<file path="config.mk">
export PLATFORM = sky130hd
export DESIGN_NAME = budgeted_periodic_message_scheduler_top
export DESIGN_NICKNAME = d
export VERILOG_FILES = /design/src/rtl/bpms_pkg.sv /design/src/rtl/bpms_ctrl.sv /design/src/rtl/bpms_dp.sv /design/src/rtl/budgeted_periodic_message_scheduler_top.sv
export SDC_FILE = /design/constraint.sdc
export NUM_CORES = 1
export LEC_CHECK = 0
export ABC_AREA = 0
export BUFFER_PORTS_ARGS = -buffer_cell sky130_fd_sc_hd__buf_2
export CAP_MARGIN = 15
export CORE_MARGIN = 1
export CORE_UTILIZATION = 45
export CTS_CLUSTER_DIAMETER = 50
export DETAILED_ROUTE_END_ITERATION = 10
export GPL_TIMING_DRIVEN = 0
export SLEW_MARGIN = 10
export SYNTH_ARGS = -nofsm -noshare
export SYNTH_HDL_FRONTEND = slang
export SYNTH_HIERARCHICAL = 1
export SYNTH_SLANG_ARGS = --single-unit
</file>
<file path="constraint.sdc">
create_clock -name clk -period 6.6 [get_ports clk]
set_clock_uncertainty 0.1 [all_clocks]
set_input_delay 0.66 -clock clk [delete_from_list [all_inputs] [get_ports clk]]
set_output_delay 0.66 -clock clk [all_outputs]
set_load 0.05 [all_outputs]
</file>
<file path="src/rtl/bpms_pkg.sv">
// ----------------------------------------------------------------------------
// bpms_pkg
// shared types and constants of the budgeted periodic message scheduler
// ----------------------------------------------------------------------------
package bpms_pkg;

  localparam int unsigned MaxGroups  = 16;
  localparam int unsigned IdxW       = 4;
  localparam int unsigned PeriodW    = 32;
  localparam int unsigned SizeW      = 8;
  localparam int unsigned MaskW      = 16;
  localparam int unsigned InDataW    = 48;
  localparam int unsigned OutDataW   = 40;

  localparam logic [SizeW-1:0] BudgetReset = 8'd20;

  localparam logic CmdTick  = 1'b0;
  localparam logic CmdWrite = 1'b1;

  typedef struct packed {
    logic            wr_entry;
    logic            tick_start;
    logic            rd_en;
    logic [IdxW-1:0] rd_addr;
    logic            proc_en;
    logic [IdxW-1:0] proc_addr;
    logic            load_out;
  } dp_cmd_t;

endpackage

</file>
<file path="src/rtl/bpms_ctrl.sv">
// ----------------------------------------------------------------------------
// bpms_ctrl
// controller: accepts items, walks the groups in priority order, hands out
// the result item
// ----------------------------------------------------------------------------
module bpms_ctrl #(
  parameter int unsigned GROUP_COUNT = 16
) (
  input  logic              clk,
  input  logic              rst_n,
  input  logic              in_tvalid,
  output logic              in_tready,
  input  logic              in_command,
  output logic              out_tvalid,
  input  logic              out_tready,
  output bpms_pkg::dp_cmd_t cmd
);

  localparam int unsigned NG = (GROUP_COUNT < bpms_pkg::MaxGroups) ?
                               GROUP_COUNT : bpms_pkg::MaxGroups;
  localparam int unsigned IW = (NG > 1) ? $clog2(NG) : 1;
  localparam logic [IW-1:0] LastIdx = IW'(NG - 1);

  localparam logic [1:0] ST_IDLE  = 2'd0;
  localparam logic [1:0] ST_WALK  = 2'd1;
  localparam logic [1:0] ST_DRAIN = 2'd2;
  localparam logic [1:0] ST_DONE  = 2'd3;

  logic [1:0]    state_r, state_nxt;
  logic [IW-1:0] rd_idx_r, rd_idx_nxt;
  logic [IW-1:0] proc_idx_r;
  logic          proc_vld_r;
  logic          out_valid_r, out_valid_nxt;

  always_comb begin
    state_nxt      = state_r;
    rd_idx_nxt     = rd_idx_r;
    in_tready      = 1'b0;
    cmd            = '0;
    cmd.rd_addr    = bpms_pkg::IdxW'(rd_idx_r);
    cmd.proc_addr  = bpms_pkg::IdxW'(proc_idx_r);
    cmd.proc_en    = proc_vld_r;
    unique case (state_r)
      ST_IDLE: begin
        in_tready = 1'b1;
        if (in_tvalid) begin
          if (in_command == bpms_pkg::CmdWrite) begin
            cmd.wr_entry = 1'b1;
            state_nxt    = ST_DONE;
          end else begin
            cmd.tick_start = 1'b1;
            rd_idx_nxt     = '0;
            state_nxt      = ST_WALK;
          end
        end
      end
      ST_WALK: begin
        cmd.rd_en = 1'b1;
        if (rd_idx_r == LastIdx) begin
          state_nxt = ST_DRAIN;
        end else begin
          rd_idx_nxt = rd_idx_r + 1'b1;
        end
      end
      ST_DRAIN: begin
        state_nxt = ST_DONE;
      end
      ST_DONE: begin
        if (!out_valid_r || out_tready) begin
          cmd.load_out = 1'b1;
          state_nxt    = ST_IDLE;
        end
      end
      default: state_nxt = ST_IDLE;
    endcase
  end

  always_comb begin
    if (cmd.load_out) begin
      out_valid_nxt = 1'b1;
    end else if (out_tready) begin
      out_valid_nxt = 1'b0;
    end else begin
      out_valid_nxt = out_valid_r;
    end
  end

  always_ff @(posedge clk) begin
    if (!rst_n) begin
      state_r     <= ST_IDLE;
      rd_idx_r    <= '0;
      proc_vld_r  <= 1'b0;
      out_valid_r <= 1'b0;
    end else begin
      state_r     <= state_nxt;
      rd_idx_r    <= rd_idx_nxt;
      proc_vld_r  <= (state_r == ST_WALK);
      out_valid_r <= out_valid_nxt;
    end
  end

  always_ff @(posedge clk) begin
    proc_idx_r <= rd_idx_r;
  end

  assign out_tvalid = out_valid_r;

endmodule

</file>
<file path="src/rtl/bpms_dp.sv">
// ----------------------------------------------------------------------------
// bpms_dp
// datapath: group tables, pending flags, budget and per-group send decision
// ----------------------------------------------------------------------------
module bpms_dp #(
  parameter int unsigned GROUP_COUNT = 16
) (
  input  logic                              clk,
  input  logic                              rst_n,
  input  bpms_pkg::dp_cmd_t                 cmd,
  input  logic                              cfg_we,
  input  logic [bpms_pkg::SizeW-1:0]        cfg_wdata,
  input  logic [bpms_pkg::IdxW-1:0]         wr_index,
  input  logic [bpms_pkg::PeriodW-1:0]      wr_period,
  input  logic [bpms_pkg::SizeW-1:0]        wr_size,
  output logic [bpms_pkg::OutDataW-1:0]     out_data
);

  localparam int unsigned NG = (GROUP_COUNT < bpms_pkg::MaxGroups) ?
                               GROUP_COUNT : bpms_pkg::MaxGroups;
  localparam int unsigned IW = (NG > 1) ? $clog2(NG) : 1;
  localparam logic [bpms_pkg::IdxW:0] NgLimit = (bpms_pkg::IdxW + 1)'(NG);

  logic [bpms_pkg::PeriodW-1:0] period_mem [NG];
  logic [bpms_pkg::SizeW-1:0]   size_mem   [NG];
  logic [bpms_pkg::PeriodW-1:0] phase_mem  [NG];

  logic [NG-1:0]                valid_r;
  logic [NG-1:0]                pend_r;
  logic [NG-1:0]                sent_r;
  logic [bpms_pkg::SizeW-1:0]   budget_r;
  logic [bpms_pkg::SizeW-1:0]   left_r;
  logic [bpms_pkg::PeriodW-1:0] per_q, ph_q;
  logic [bpms_pkg::SizeW-1:0]   sz_q;
  logic [bpms_pkg::OutDataW-1:0] out_r;

  logic [IW-1:0]                wa, pa, ra;
  logic                         wr_ok;
  logic                         en, due, fits, wrap;
  logic [bpms_pkg::PeriodW-1:0] ph_nxt;

  assign wa    = wr_index[IW-1:0];
  assign pa    = cmd.proc_addr[IW-1:0];
  assign ra    = cmd.rd_addr[IW-1:0];
  assign wr_ok = cmd.wr_entry && ({1'b0, wr_index} < NgLimit);

  assign en     = cmd.proc_en && valid_r[pa] && (per_q != '0);
  assign due    = en && ((ph_q == '0) || pend_r[pa]);
  assign fits   = (left_r >= sz_q);
  assign wrap   = (ph_q >= (per_q - 1'b1));
  assign ph_nxt = wrap ? '0 : ph_q + 1'b1;

  // group tables
  always_ff @(posedge clk) begin
    if (wr_ok) begin
      period_mem[wa] <= wr_period;
      size_mem[wa]   <= wr_size;
    end
    if (cmd.rd_en) begin
      per_q <= period_mem[ra];
      sz_q  <= size_mem[ra];
    end
  end

  always_ff @(posedge clk) begin
    if (wr_ok) begin
      phase_mem[wa] <= '0;
    end else if (en) begin
      phase_mem[pa] <= ph_nxt;
    end
    if (cmd.rd_en) begin
      ph_q <= phase_mem[ra];
    end
  end

  always_ff @(posedge clk) begin
    if (!rst_n) begin
      valid_r  <= '0;
      pend_r   <= '0;
      budget_r <= bpms_pkg::BudgetReset;
    end else begin
      if (cfg_we) begin
        budget_r <= cfg_wdata;
      end
      if (wr_ok) begin
        valid_r[wa] <= 1'b1;
        pend_r[wa]  <= 1'b0;
      end else if (due) begin
        pend_r[pa] <= !fits;
      end
    end
  end

  // per-tick accumulators
  always_ff @(posedge clk) begin
    if (cmd.wr_entry) begin
      left_r <= '0;
      sent_r <= '0;
    end else if (cmd.tick_start) begin
      left_r <= budget_r;
      sent_r <= '0;
    end else if (due && fits) begin
      left_r     <= left_r - sz_q;
      sent_r[pa] <= 1'b1;
    end
  end

  always_ff @(posedge clk) begin
    if (cmd.load_out) begin
      out_r <= {left_r, bpms_pkg::MaskW'(pend_r), bpms_pkg::MaskW'(sent_r)};
    end
  end

  assign out_data = out_r;

endmodule

</file>
<file path="src/rtl/budgeted_periodic_message_scheduler_top.sv">
// ----------------------------------------------------------------------------
// budgeted_periodic_message_scheduler_top
// per-tick budgeted scheduler over up to 16 periodic message groups
// ----------------------------------------------------------------------------
// a tick walks the group tables one group per cycle, then hands out the result;
//   a group write skips the walk
// one item is in work at a time
// reset: all groups disabled, pending flags clear, budget 20, no tables cleared
module budgeted_periodic_message_scheduler_top #(
  parameter int unsigned GROUP_COUNT = 16
) (
  input  logic                          clk,
  input  logic                          rst_n,
  input  logic                          in_tvalid,
  output logic                          in_tready,
  // command, group_index, period_value, byte_size, zero pad
  input  logic [bpms_pkg::InDataW-1:0]  in_tdata,
  output logic                          out_tvalid,
  input  logic                          out_tready,
  // sent_mask, pending_mask, bytes_left
  output logic [bpms_pkg::OutDataW-1:0] out_tdata,
  input  logic                          cfg_we,
  input  logic [bpms_pkg::SizeW-1:0]    cfg_wdata
);

  bpms_pkg::dp_cmd_t cmd;

  bpms_ctrl #(
    .GROUP_COUNT(GROUP_COUNT)
  ) u_ctrl (
    .clk       (clk),
    .rst_n     (rst_n),
    .in_tvalid (in_tvalid),
    .in_tready (in_tready),
    .in_command(in_tdata[0]),
    .out_tvalid(out_tvalid),
    .out_tready(out_tready),
    .cmd       (cmd)
  );

  bpms_dp #(
    .GROUP_COUNT(GROUP_COUNT)
  ) u_dp (
    .clk      (clk),
    .rst_n    (rst_n),
    .cmd      (cmd),
    .cfg_we   (cfg_we),
    .cfg_wdata(cfg_wdata),
    .wr_index (in_tdata[4:1]),
    .wr_period(in_tdata[36:5]),
    .wr_size  (in_tdata[44:37]),
    .out_data (out_tdata)
  );

  a_cmd_excl: assert property (@(posedge clk) disable iff (!rst_n)
    $onehot0({cmd.wr_entry, cmd.tick_start, cmd.rd_en, cmd.load_out}))
    else $error("controller commands overlap");

  a_no_overwrite: assert property (@(posedge clk) disable iff (!rst_n)
    (out_tvalid && !out_tready) |-> !cmd.load_out)
    else $error("result overwritten while stalled");

  a_walk_idle: assert property (@(posedge clk) disable iff (!rst_n)
    (cmd.rd_en || cmd.proc_en) |-> !in_tready)
    else $error("item accepted during group walk");

  a_write_result: assert property (@(posedge clk) disable iff (!rst_n)
    (cmd.wr_entry ##1 cmd.load_out) |=> (out_tdata[15:0] == '0 && out_tdata[39:32] == '0))
    else $error("write result carries sends or budget");

endmodule

</file>
==> reports/qor.yml <==
status:
  status: "complete, no violations"
detailed_routing:
  vias: 26600
  totalWireLength_um: 129000
  viasPerCell: 5.91
  remaining_drc_errors: 0
  drt-pass1-iter-count: 6
  drt_first_iter_violations: 2802
  wire_per_inst_um: 28.6
  final_antenna_net_count: 0
timing:
  relSlewSlack_pct: 20.0
  timing.setup.tns_ps: 0
  grt_setup_unrepaired: "true"
  fin_crit_ps: 6330
  tightest_slew_ps: 1200
  period_share_pct: 95.8
  hold_viol: 0
  finalMaxSlewViolations: 0
  setup_viol: 0
  max_freq_mhz: 158
  fin_ws_ps: 274
die:
  die_x_um: 344
  io_pins: 103
  dieArea_um2: 119000
  start_util_pct: 45.4
  rows: 125
  coreArea_um2: 116000
  die_h_um: 344
placed_design:
  dp.cells: 4231
  placed_area_um2: 57300
  hpwl_um: 85300
  place_congestion: 0.864
  dp_slack_ps: 54.8
  io_buffers: 98
global_route:
  grt_use_total_pct: 22.2
  grt_pass1_vias: 27500
  grt_max_degree: 45
  gr-total-overflow: 0
  antenna_found_initial: 12
  grt_use_met2_pct: 36.3
  use_met1_pct: 30.9
  gr-usage-met3_pct: 3.85
  grt_pass1_wl_um: 188000
  top_usage_layer: "met2"
synth:
  synth.avg_cell_area_um2: 21.0
  yosysMostFrequentCell: "edfxtp_1"
  yosysTopAreaCell: "edfxtp_1"
  synth.area.top_cells: "edfxtp_1 (72%), mux4_2 (16%), dfxtp_1 (2.9%)"
  synthCells: 2508
  yosys_warnings: 6
  synth_seq_cells: 1340
  synth_top_area_share_pct: 71.9
  async_flop_share_pct: 0
  synth_edf_count: 1264
  syn-cell-area_um2: 52800
  syn_nets: 2619
  ys.flop_type: "edfxtp_1"
  yosys-top-cells-count: "edfxtp_1 (1264), mux4_2 (368), clkbuf_1 (82)"
  ys_types: 64
  synth-seq-area-share_pct: 74.8
power_and_ir_drop:
  switching_power_w: 0.00506
  max-vdd-ir-drop_mv: 0.243
  clkPwrFrac_pct: 39.1
  switching_share_pct: 24.9
  p_int_w: 0.0153
  power_density_nw_per_um2: 327
  p_comb_share_pct: 12.6
  leakage_nw: 20.1
  seq_power_share_pct: 48.3
worst_setup_path:
  endpoint_kind: "flop"
  critPathKind: "flop to flop"
  crit_path_max_fanout: 16
  crit_arrival_ps: 6640
  worstPathRequired_ps: 6910
  cp-start-kind: "flop"
cells_and_area:
  n_fill_cell: 8833
  area_delta_synth_final_pct: 17.9
  drive_gt1_share_pct: 30.1
  final-instance-count-excl-fill: 4501
  final_core_util_pct: 53.5
  fin_area_um2: 62200
  final_nets: 2974
cts:
  clockRootBuffer: "clkbuf_16"
  clk_pin_slew_ps: 60
  post_cts_buffers: 0
  clkLatencyLatePin_ps: 760
  cts_buffer_depth: 3
  h-tree-depth: 4
  clock-sinks: 1340
  cts_inserted_buffers: 145
  cts_tree: "yes"
hold_path:
  hold_path.class: "input pin to flop"
job:
  drv_cap: 0
[power groups by stage]
stage               clock, W  combinational [W]  sequential [W]
finish               0.00795            0.00256         0.00982
global route         0.00841            0.00276         0.00983
CTS                  0.00810            0.00253         0.00981
detailed placement         0            0.00252         0.00999
global placement           0            0.00236          0.0100
floorplan                  0            0.00162          0.0100
[metal layers]
| metal | routed length, um | vias to the layer above |
|---|---|---|
| met5 | 105 | - |
| met4 | 2540 | 16 |
| met3 | 8040 | 189 |
| met2 | 63800 | 935 |
| met1 | 54200 | 14200 |
| li1 | - | 11200 |
[sequential cells by signal (all words and copies together), names as in the netlist, 32 cells and up]
name	cells
u_dp/size_mem	128
u_dp/period_mem	512
u_dp/ph_q	32
u_dp/phase_mem	512
u_dp/per_q	32
u_dp/out_data	40
[through the flow]
step                total power (W)  hold slack (ps)
finish                       0.0203             49.0
CTS                          0.0204             8.47
global route                 0.0210             29.3
global placement             0.0124              294
floorplan                    0.0116              274
detailed placement           0.0125              302
[cell usage in the layout (no fill, tap or decap), types with 8 or more instances in the layout]
cell / instances
buf_1: 29
inv_1: 27
clkinv_2: 22
nor3_2: 10
nand3_1: 25
mux4_2: 368
buf_4: 32
o21ai_0: 17
a21o_1: 13
edfxtp_1: 1264
nor4_2: 12
clkbuf_16: 148
nand2_1: 55
bufinv_16: 12
nor2_1: 50
o211ai_1: 18
xor2_1: 21
or3_1: 8
nor3_1: 54
nor4_1: 13
buf_6: 22
clkbuf_1: 108
nand4_1: 24
a21oi_1: 18
buf_12: 21
o21a_1: 41
mux2i_1: 16
nor2_4: 28
nand2b_1: 12
ha_1: 48
dfxtp_1: 76
buf_16: 32
and2_1: 8
clkinv_1: 15
inv_6: 10
xnor2_1: 42
buf_2: 111
nor2b_1: 25
[final timing paths]
path,from,slack (ps),cells past startpoint,endpoint
min reg2reg,u_ctrl/rd_idx_r[1]$_SDFFE_PN0P_,310,0,u_ctrl/proc_idx_r[1]$_DFF_P_
max,u_dp/per_q[0]$_DFFE_PP_,270,16,u_dp/phase_mem[4][20]$_DFFE_PP_
max reg2reg,u_dp/per_q[0]$_DFFE_PP_,270,16,u_dp/phase_mem[4][20]$_DFFE_PP_
min,cfg_wdata[4],50,3,u_dp/budget_r[4]$_SDFFE_PN1P_
[worst max-delay path, stage by stage, from the launching register on]
cell and delay, ps:
edfxtp_1 430, inv_1 140, ha_1 230, or4b_4 500, or4_1 390, buf_2 180
or4_4 550, nor3_1 190, xnor2_1 180, ha_1 290, a21o_1 180, a21oi_1 150
o21ai_0 110, a2111oi_1 590, o221ai_1 440, clkbuf_1 440, nor3_2 870
[kinds of logic (layout without fill, tap and decap cells)]
logic type / after synthesis / after routing / share of synthesized area, %
other: 0 / 2 / 0
AND/OR/NAND/NOR: 376 / 376 / 3.74
AO/OA/AOI/OAI: 137 / 137 / 1.91
buffers and inverters: 154 / 621 / 1.19
adder cells (fa/ha/maj): 50 / 50 / 1.20
multiplexers: 388 / 388 / 16.1
flip-flops: 1340 / 1340 / 74.8
XOR/XNOR: 63 / 63 / 1.05
[cell type report]
type	instances	area (um^2)	share of cell area, %
inverters	27	101	0.163
clock inverters	83	883	1.42
well taps	1524	1910	3.07
multi-input cells	1014	13200	21.2
flip-flops and latches	1340	39500	63.5
plain buffers	127	528	0.849
diodes	2	5.00	0.00805
clock buffers	176	3830	6.15
repair buffers	208	2300	3.69
[what timing repair did]
item                       4_1_cts  5_1_grt
hold buffers                     1        0
gates resized for setup          0       16
hold endpoints to repair         1        0
setup endpoints to repair        0      232
No activity file was read; power rests on OpenSTA's default activity.
